<file path="src/rtl/atcl_pkg.sv">
`timescale 1ns / 1ps

package atcl_pkg;

    localparam int MaxLineDefault = 32;
    localparam int KwCount        = 5;
    localparam int KwTextLen      = 12;
    localparam int ValueW         = 14;
    localparam int PosW           = 4;
    localparam int DigitW         = 3;
    localparam int FieldW         = 2;

    localparam logic [7:0] CharCr    = 8'd13;
    localparam logic [7:0] CharEq    = 8'h3D;
    localparam logic [7:0] CharComma = 8'h2C;
    localparam logic [7:0] CharZero  = 8'h30;
    localparam logic [7:0] CharNine  = 8'h39;

    localparam logic [ValueW-1:0] YearMin  = ValueW'(2000);
    localparam logic [ValueW-1:0] YearMax  = ValueW'(2099);
    localparam logic [ValueW-1:0] HourMax  = ValueW'(23);
    localparam logic [ValueW-1:0] MinMax   = ValueW'(59);
    localparam logic [ValueW-1:0] TempMax  = ValueW'(99);
    localparam logic [ValueW-1:0] BeatStep = ValueW'(50);
    localparam int                BeatSteps = 20;

    typedef enum logic [2:0] {
        MSG_TIME      = 3'd0,
        MSG_DATE      = 3'd1,
        MSG_ALARM     = 3'd2,
        MSG_HEARTBEAT = 3'd3,
        MSG_TEMP      = 3'd4
    } msg_t;

    typedef struct packed {
        logic              pre_ok;
        msg_t              msg_type;
        logic [ValueW-1:0] v1;
        logic [ValueW-1:0] v2;
        logic [ValueW-1:0] v3;
    } line_t;

    localparam logic [7:0] KW_TEXT [KwCount][KwTextLen] = '{
        '{"A", "T", "+", "T", "I", "M", "E", 8'h00, 8'h00, 8'h00, 8'h00, 8'h00},
        '{"A", "T", "+", "D", "A", "T", "E", 8'h00, 8'h00, 8'h00, 8'h00, 8'h00},
        '{"A", "T", "+", "A", "L", "A", "R", "M", 8'h00, 8'h00, 8'h00, 8'h00},
        '{"A", "T", "+", "H", "E", "A", "R", "T", "B", "E", "A", "T"},
        '{"A", "T", "+", "T", "E", "M", "P", 8'h00, 8'h00, 8'h00, 8'h00, 8'h00}
    };

    localparam logic [PosW-1:0] KW_LEN [KwCount] = '{
        PosW'(7), PosW'(7), PosW'(8), PosW'(12), PosW'(7)
    };

    localparam logic [FieldW-1:0] KW_FIELDS [KwCount] = '{
        FieldW'(3), FieldW'(3), FieldW'(2), FieldW'(1), FieldW'(2)
    };

    function automatic logic kw_char_match(input int k, input logic [PosW-1:0] pos,
                                           input logic [7:0] c);
        logic hit;
        hit = 1'b0;
        if (pos < KW_LEN[k])
        begin
            hit = (KW_TEXT[k][pos] == c);
        end
        return hit;
    endfunction

endpackage

</file>
<file path="src/rtl/at_command_line_parser.sv">
`timescale 1ns / 1ps

// Parses received characters, one per transaction on the slave side, into lines of the
// form KEYWORD=f1[,f2[,f3]] ended by a carriage return, for the keywords AT+TIME, AT+DATE,
// AT+ALARM, AT+HEARTBEAT and AT+TEMP. Every carriage return yields exactly one result
// transaction on the master side; other characters yield none. A result carries an error
// flag, the message type and up to three values, all zero on error. The block takes one
// character per clock cycle unless it is stalled: each character updates the line state
// in the cycle it is accepted, a carriage return moves a snapshot of the line into a check
// register, and the range check then loads the output register from the check register
// once the output register is free. A result is valid on the master side once it has
// passed through the check register and the output register. Input stalls only when both
// the check register and the output register are full and the master side is not ready.

module at_command_line_parser #(
    parameter int MAX_LINE = atcl_pkg::MaxLineDefault
) (
    input  logic        clk,
    input  logic        rst_n,
    input  logic        s_tvalid,
    output logic        s_tready,
    input  logic [7:0]  s_tdata,   // [7:0] rx_byte
    output logic        m_tvalid,
    input  logic        m_tready,
    output logic [47:0] m_tdata,   // [13:0] first_value, [27:14] second_value,
                                   // [41:28] third_value, [47:42] zero
    output logic [3:0]  m_tuser    // [0] status, [3:1] message_type
);
    import atcl_pkg::*;

    logic  byte_accept;
    logic  line_end;
    line_t snap;
    logic  values_ok;
    logic  ok;
    logic  out_ready;
    logic  chk_ready;

    logic  chk_valid_reg;
    line_t chk_reg;
    logic  out_valid_reg;
    logic  status_reg;
    msg_t  type_reg;
    logic [ValueW-1:0] v1_reg, v2_reg, v3_reg;

    assign out_ready   = !out_valid_reg || m_tready;
    assign chk_ready   = !chk_valid_reg || out_ready;
    assign s_tready    = chk_ready;
    assign byte_accept = s_tvalid && s_tready;

    atcl_parse #(
        .MAX_LINE (MAX_LINE)
    ) u_parse (
        .clk         (clk),
        .rst_n       (rst_n),
        .byte_accept (byte_accept),
        .rx_byte     (s_tdata),
        .line_end    (line_end),
        .snap        (snap)
    );

    atcl_range u_range (
        .line      (chk_reg),
        .values_ok (values_ok)
    );

    assign ok = chk_reg.pre_ok && values_ok;

    always_ff @(posedge clk or negedge rst_n)
    begin
        if (!rst_n)
        begin
            chk_valid_reg <= 1'b0;
            out_valid_reg <= 1'b0;
        end
        else
        begin
            if (byte_accept && line_end)
            begin
                chk_valid_reg <= 1'b1;
            end
            else if (out_ready)
            begin
                chk_valid_reg <= 1'b0;
            end

            if (chk_valid_reg && out_ready)
            begin
                out_valid_reg <= 1'b1;
            end
            else if (m_tready)
            begin
                out_valid_reg <= 1'b0;
            end
        end
    end

    always_ff @(posedge clk)
    begin
        if (byte_accept && line_end)
        begin
            chk_reg <= snap;
        end
        if (chk_valid_reg && out_ready)
        begin
            status_reg <= !ok;
            type_reg   <= ok ? chk_reg.msg_type : MSG_TIME;
            v1_reg     <= ok ? chk_reg.v1 : '0;
            v2_reg     <= ok ? chk_reg.v2 : '0;
            v3_reg     <= ok ? chk_reg.v3 : '0;
        end
    end

    assign m_tvalid = out_valid_reg;
    assign m_tdata  = {6'd0, v3_reg, v2_reg, v1_reg};
    assign m_tuser  = {type_reg, status_reg};

    a_error_zeroed: assert property (@(posedge clk) disable iff (!rst_n)
        (m_tvalid && m_tuser[0]) |-> (m_tdata == '0 && m_tuser[3:1] == 3'd0))
        else $error("error result carries nonzero fields");

    a_beat_range: assert property (@(posedge clk) disable iff (!rst_n)
        (m_tvalid && !m_tuser[0] && m_tuser[3:1] == MSG_HEARTBEAT)
        |-> (m_tdata[13:0] >= BeatStep && m_tdata[13:0] <= ValueW'(1000)))
        else $error("heartbeat result out of range");

    a_chk_hold: assert property (@(posedge clk) disable iff (!rst_n)
        (chk_valid_reg && !out_ready) |=> chk_valid_reg)
        else $error("check stage dropped a line");

    a_stall_cause: assert property (@(posedge clk) disable iff (!rst_n)
        !s_tready |-> (chk_valid_reg && out_valid_reg && !m_tready))
        else $error("input stalled without a full pipeline");

endmodule

</file>
<file path="src/rtl/atcl_parse.sv">
`timescale 1ns / 1ps

module atcl_parse #(
    parameter int MAX_LINE = atcl_pkg::MaxLineDefault
) (
    input  logic                clk,
    input  logic                rst_n,
    input  logic                byte_accept,
    input  logic [7:0]          rx_byte,
    output logic                line_end,
    output atcl_pkg::line_t     snap
);
    import atcl_pkg::*;

    localparam int LenW = $clog2(MAX_LINE + 1);

    typedef enum logic {
        PH_HEADER,
        PH_FIELDS
    } phase_t;

    phase_t              phase_reg, phase_next;
    logic [KwCount-1:0]  alive_reg, alive_next;
    logic [PosW-1:0]     pos_reg, pos_next;
    logic [FieldW-1:0]   field_reg, field_next;
    logic [DigitW-1:0]   digits_reg, digits_next;
    logic [ValueW-1:0]   v1_reg, v1_next;
    logic [ValueW-1:0]   v2_reg, v2_next;
    logic [ValueW-1:0]   v3_reg, v3_next;
    logic                bad_reg, bad_next;
    logic [LenW-1:0]     len_reg, len_next;

    logic [KwCount-1:0]  hit;
    logic [ValueW-1:0]   digit;
    logic                is_digit;
    msg_t                first_type;
    logic [FieldW-1:0]   want_fields;

    assign line_end = (rx_byte == CharCr);
    assign is_digit = (rx_byte >= CharZero) && (rx_byte <= CharNine);
    assign digit    = ValueW'(rx_byte - CharZero);

    always_comb
    begin
        first_type  = MSG_TIME;
        want_fields = KW_FIELDS[0];
        for (int k = KwCount - 1; k >= 0; k--)
        begin
            if (alive_reg[k])
            begin
                first_type  = msg_t'(k);
                want_fields = KW_FIELDS[k];
            end
        end
    end

    assign snap.pre_ok   = !bad_reg && (phase_reg == PH_FIELDS) && (digits_reg != '0)
                           && (|alive_reg) && (FieldW'(field_reg + 1'b1) == want_fields);
    assign snap.msg_type = first_type;
    assign snap.v1       = v1_reg;
    assign snap.v2       = v2_reg;
    assign snap.v3       = v3_reg;

    always_comb
    begin
        phase_next  = phase_reg;
        alive_next  = alive_reg;
        pos_next    = pos_reg;
        field_next  = field_reg;
        digits_next = digits_reg;
        v1_next     = v1_reg;
        v2_next     = v2_reg;
        v3_next     = v3_reg;
        bad_next    = bad_reg;
        len_next    = len_reg;
        hit         = '0;

        if (line_end)
        begin
            phase_next  = PH_HEADER;
            alive_next  = '1;
            pos_next    = '0;
            field_next  = '0;
            digits_next = '0;
            v1_next     = '0;
            v2_next     = '0;
            v3_next     = '0;
            bad_next    = 1'b0;
            len_next    = '0;
        end
        else
        begin
            if (len_reg >= LenW'(MAX_LINE))
            begin
                bad_next = 1'b1;
            end
            else
            begin
                len_next = len_reg + 1'b1;
            end

            unique case (phase_reg)
                PH_HEADER:
                begin
                    if (rx_byte == CharEq)
                    begin
                        for (int k = 0; k < KwCount; k++)
                        begin
                            hit[k] = alive_reg[k] && (KW_LEN[k] == pos_reg);
                        end
                        alive_next = hit;
                        if (hit == '0)
                        begin
                            bad_next = 1'b1;
                        end
                        phase_next = PH_FIELDS;
                    end
                    else
                    begin
                        for (int k = 0; k < KwCount; k++)
                        begin
                            alive_next[k] = alive_reg[k] && kw_char_match(k, pos_reg, rx_byte);
                        end
                        if (pos_reg != '1)
                        begin
                            pos_next = pos_reg + 1'b1;
                        end
                    end
                end
                PH_FIELDS:
                begin
                    if (is_digit)
                    begin
                        if (digits_reg >= DigitW'(4))
                        begin
                            bad_next = 1'b1;
                        end
                        else
                        begin
                            case (field_reg)
                                2'd0:    v1_next = (v1_reg << 3) + (v1_reg << 1) + digit;
                                2'd1:    v2_next = (v2_reg << 3) + (v2_reg << 1) + digit;
                                default: v3_next = (v3_reg << 3) + (v3_reg << 1) + digit;
                            endcase
                            digits_next = digits_reg + 1'b1;
                        end
                    end
                    else if (rx_byte == CharComma)
                    begin
                        if ((digits_reg == '0) || (field_reg >= FieldW'(2)))
                        begin
                            bad_next = 1'b1;
                        end
                        else
                        begin
                            field_next = field_reg + 1'b1;
                        end
                        digits_next = '0;
                    end
                    else
                    begin
                        bad_next = 1'b1;
                    end
                end
                default:
                begin
                    bad_next = 1'b1;
                end
            endcase
        end
    end

    always_ff @(posedge clk or negedge rst_n)
    begin
        if (!rst_n)
        begin
            phase_reg  <= PH_HEADER;
            alive_reg  <= '1;
            pos_reg    <= '0;
            field_reg  <= '0;
            digits_reg <= '0;
            v1_reg     <= '0;
            v2_reg     <= '0;
            v3_reg     <= '0;
            bad_reg    <= 1'b0;
            len_reg    <= '0;
        end
        else if (byte_accept)
        begin
            phase_reg  <= phase_next;
            alive_reg  <= alive_next;
            pos_reg    <= pos_next;
            field_reg  <= field_next;
            digits_reg <= digits_next;
            v1_reg     <= v1_next;
            v2_reg     <= v2_next;
            v3_reg     <= v3_next;
            bad_reg    <= bad_next;
            len_reg    <= len_next;
        end
    end

endmodule

</file>
<file path="src/rtl/atcl_range.sv">
`timescale 1ns / 1ps

module atcl_range (
    input  atcl_pkg::line_t line,
    output logic            values_ok
);
    import atcl_pkg::*;

    logic [ValueW-1:0] month_days;
    logic              date_ok;
    logic              beat_ok;

    always_comb
    begin
        case (line.v2)
            ValueW'(4), ValueW'(6), ValueW'(9), ValueW'(11): month_days = ValueW'(30);
            ValueW'(2): month_days = (line.v3[1:0] == 2'b00) ? ValueW'(29) : ValueW'(28);
            default:    month_days = ValueW'(31);
        endcase
    end

    // Within 2000..2099 a year is a leap year exactly when it divides by four.
    assign date_ok = (line.v3 >= YearMin) && (line.v3 <= YearMax)
                     && (line.v2 >= ValueW'(1)) && (line.v2 <= ValueW'(12))
                     && (line.v1 >= ValueW'(1)) && (line.v1 <= month_days);

    always_comb
    begin
        beat_ok = 1'b0;
        for (int k = 1; k <= BeatSteps; k++)
        begin
            if (line.v1 == ValueW'(k * 50))
            begin
                beat_ok = 1'b1;
            end
        end
    end

    always_comb
    begin
        unique case (line.msg_type)
            MSG_TIME:      values_ok = (line.v1 <= HourMax) && (line.v2 <= MinMax)
                                       && (line.v3 <= MinMax);
            MSG_DATE:      values_ok = date_ok;
            MSG_ALARM:     values_ok = (line.v1 <= HourMax) && (line.v2 <= MinMax);
            MSG_HEARTBEAT: values_ok = beat_ok;
            MSG_TEMP:      values_ok = (line.v1 <= TempMax) && (line.v2 <= TempMax)
                                       && (line.v1 < line.v2);
            default:       values_ok = 1'b0;
        endcase
    end

endmodule

</file>
<file path="config.mk">
export PLATFORM = sky130hd
export DESIGN_NAME = at_command_line_parser
export DESIGN_NICKNAME = d
export VERILOG_FILES = /design/src/rtl/atcl_pkg.sv /design/src/rtl/at_command_line_parser.sv /design/src/rtl/atcl_parse.sv /design/src/rtl/atcl_range.sv
export SDC_FILE = /design/constraint.sdc
export NUM_CORES = 1
export LEC_CHECK = 0
export BUFFER_PORTS_ARGS = -buffer_cell sky130_fd_sc_hd__buf_2
export CAP_MARGIN = 20
export CELL_PAD_IN_SITES_DETAIL_PLACEMENT = 0
export CELL_PAD_IN_SITES_GLOBAL_PLACEMENT = 1
export CORE_MARGIN = 5
export CORE_UTILIZATION = 31
export DETAILED_ROUTE_END_ITERATION = 8
export GPL_TIMING_DRIVEN = 1
export HOLD_SLACK_MARGIN = 0.15
export PLACE_DENSITY_LB_ADDON = 0.1
export REMOVE_ABC_BUFFERS = 1
export SYNTH_ARGS = -nofsm -noshare
export SYNTH_HDL_FRONTEND = slang
export SYNTH_HIERARCHICAL = 1
export SYNTH_SLANG_ARGS = --single-unit
</file>
<file path="constraint.sdc">
create_clock -name clk -period 6 [get_ports clk]
set_input_delay 0.9 -clock clk [delete_from_list [all_inputs] [get_ports clk]]
set_output_delay 0.9 -clock clk [all_outputs]
set_load 0.01 [all_outputs]
</file>
==> metrics.txt <==
post-synthesis register bit count 158; synth warn 6; EDFF count, synth 92; Sw Pwr 1.071 mW; Initial Util 31.45%; Cells after Synth slightly above 900; Cell Int Power between 2 and 2.5 mW; critical path class in -> reg; CTS H-tree lvls 4; Slew @ Worst Pin 0.9439 ns; GRT met3 Usage 2.599%; Root Driver clkbuf_16; Post-synth top flop edfxtp_1; Area Overhead vs Synth 12.83%; utilization after layout between 30% and 40%; Slew HR a little under two fifths; RR Startpoint chk_reg[24]; GRT Util Overall 15.14%; # IOs 66; most used routing layer met2; top cells by count, synth 92 x edfxtp_1, 79 x nand2_1, 70 x ha_1, 61 x dfrtp_1, 53 x and3_1; first-pass GRT wire length 43.44 mm; n_diodes 0; # port buffers 59; Distinct cells, synth 86; area of the multi-input gates between 0.005 and 0.006 sq mm; TritonCTS Buffers 17; DRC Markers 0; Fillers 3,336; post-CTS setup buffers 0; vias per cell 5.086; vias in the first global route about 7,600; # hold bufs at CTS 0; GP Congestion approximately 0.83; Reg clk slew, reported paths 0.07 ns; leak pwr between 5 and 6 nW; Pre-antenna DRT Iters 5; RSZ-0062 raised after global routing no; status finished, final reports clean; cell area after layout 0.01154 sq mm; fraction of registers with async set/reset 41.77%; Reg area 0.004420 sq mm; post-DP HPWL 19.28 mm; post-synthesis sequential area ratio 43.20%; Req. time, crit path roughly 6.3 ns; Placed Instance Area 0.01089 sq mm; final period utilization 66.49%; largest cells by area after synthesis edfxtp_1 27%, dfrtp_1 15%, ha_1 8.6%, fa_1 6.5%, xnor2_1 3.3%; share of the synthesized area in the top cell type between 20% and 30%; CP arrival 4.32 ns; wirelength, routed ~27 mm; largest net degree at the start of global routing 67; Max Fanout on Critical Path 8; Clock power frac a little over a third; clock insertion delay at the later pin of the skew report 0.44 ns; initial antenna violation count 0; VDD IR max 0.0001836 V; # clock sinks 158; fin. max-slew vios 0; CTS resizes 0; Final min period 3.990 ns; max cap viols 0; Power Dens Cells 272.6 mW/mm^2; Sw Share 34.02%; setup_tns 0 ns; final hold vios 0; deepest clock path buffer count 2; combinational power share 23.7%; fmax approximately 250 MHz; count leader, synth edfxtp_1; total congestion overflow 0; syn avg cell area between 10 and 15 sq um; Crit. End Element flip-flop; Die Y roughly 190 um; Critical Path Source s_tdata[4]; total number of vias 7,278; Worst Skew around 0.012 ns; antenna-violating nets left 0; M1 GR Usage around a fifth; largest area contributor in the netlist edfxtp_1; CORE AREA about 0.033 sq mm; placed cells 1,397; met2 usage 24.37%; Synth Cell Area 0.01023 sq mm; chip width around 190 um; DR iter-0 viols 365; die area 0.03674 sq mm; final net count 1,091; number of flip-flops in the largest register between 40 and 50; worst hold path class in -> async; Wirelength per Cell 18.59 um; Finished Layout Cells 1,431; row cnt 66; Final setup viols 0; CTS tree done; Flop pwr share 41.4%; share of layout cells above drive strength 1 14.66%; Critical Path Source Type input pin
==> path summary, 6_finish.rpt <==
check                                             to  slack, ns  cells after the start
worst max-delay path              u_parse/v3_reg[13]       2.01                     10
worst min-delay path              u_parse/pos_reg[3]       0.40                      1
worst max register to register             v3_reg[1]       2.75                     10
worst min register to register           chk_reg[41]       0.47                      0
max in group asynchronous       u_parse/alive_reg[3]       4.98                      2
min in group clk                         chk_reg[41]       0.47                      0
==> cell usage in the layout (no fill, tap or decap), types with 6 or more instances in the layout <==
cell type   n
xnor2_1    39
xor2_1     16
a21o_1     14
o2111ai_1   9
nand2b_1    7
buf_2      58
o21a_1     10
nor3b_1     7
nand2_1    79
o21ai_0    41
a22o_1      9
conb_1      6
inv_1      37
o211ai_1    8
nand4_1    14
a22o_2      8
fa_1       33
dfrtp_1    61
edfxtp_1   92
ha_1       70
clkbuf_16  17
a211oi_1   15
o311ai_0    6
nor2b_1     9
a211o_1     7
buf_4       7
nor3_1     23
nand3_1    14
nor2_1     47
clkinv_8    6
a21oi_1    36
and3_1     53
o31ai_1     9
==> power by group through the flow <==
stage | logic (mW) | clock network, mW | registers [mW]
detailed placement | 0.742 | 0 | 1.33
floorplan | 0.550 | 0 | 1.30
CTS | 0.750 | 1.14 | 1.31
global placement | 0.750 | 0 | 1.33
finish | 0.745 | 1.10 | 1.30
global route | 0.849 | 1.19 | 1.32
==> stage by stage <==
step	power (mW)	hold WS, ns	worst slack, ns
floorplan	1.853	0.4248	0.8677
global placement	2.083	0.4564	1.531
detailed placement	2.071	0.4577	1.513
CTS	3.193	0.4744	1.977
global route	3.356	0.4195	1.801
finish	3.147	0.4012	2.010
==> layout make-up <==
class	instances	share of cell area (%)
clock inverters	15	1.615
clock buffers	17	3.685
repair buffers	68	3.620
well taps	442	4.790
inverters	38	1.236
multi-input cells	693	46.77
flip-flops and latches	158	38.29
==> critical path: stages <==
cell,delay [ns]
buf_2,0.15
ha_1,0.29
nor3_2,0.67
fa_1,0.56
ha_1,0.40
a211o_1,0.30
o311ai_0,0.49
a31oi_1,0.19
xnor2_1,0.16
a22o_1,0.19
==> layer usage <==
metal / vias to the layer above / wire (um) / part of all wire [%]
met4: 0 / 347 / 1.3
met1: 3552 / 13100 / 49
met3: 14 / 765 / 2.9
met5: - / 0 / 0
li1: 3577 / - / -
met2: 135 / 12390 / 47
==> kinds of logic after synthesis <==
group / after synthesis / synth area share, %
compound gates: 227 / 16.68
xor+xnor: 55 / 4.708
fa+ha+maj: 103 / 15.02
buf+inv: 89 / 4.353
flops: 158 / 43.20
mux: 5 / 0.5258
other cells: 1 / 0.03665
simple gates: 297 / 15.48
Note: power is estimated with default switching activity, not from simulation.
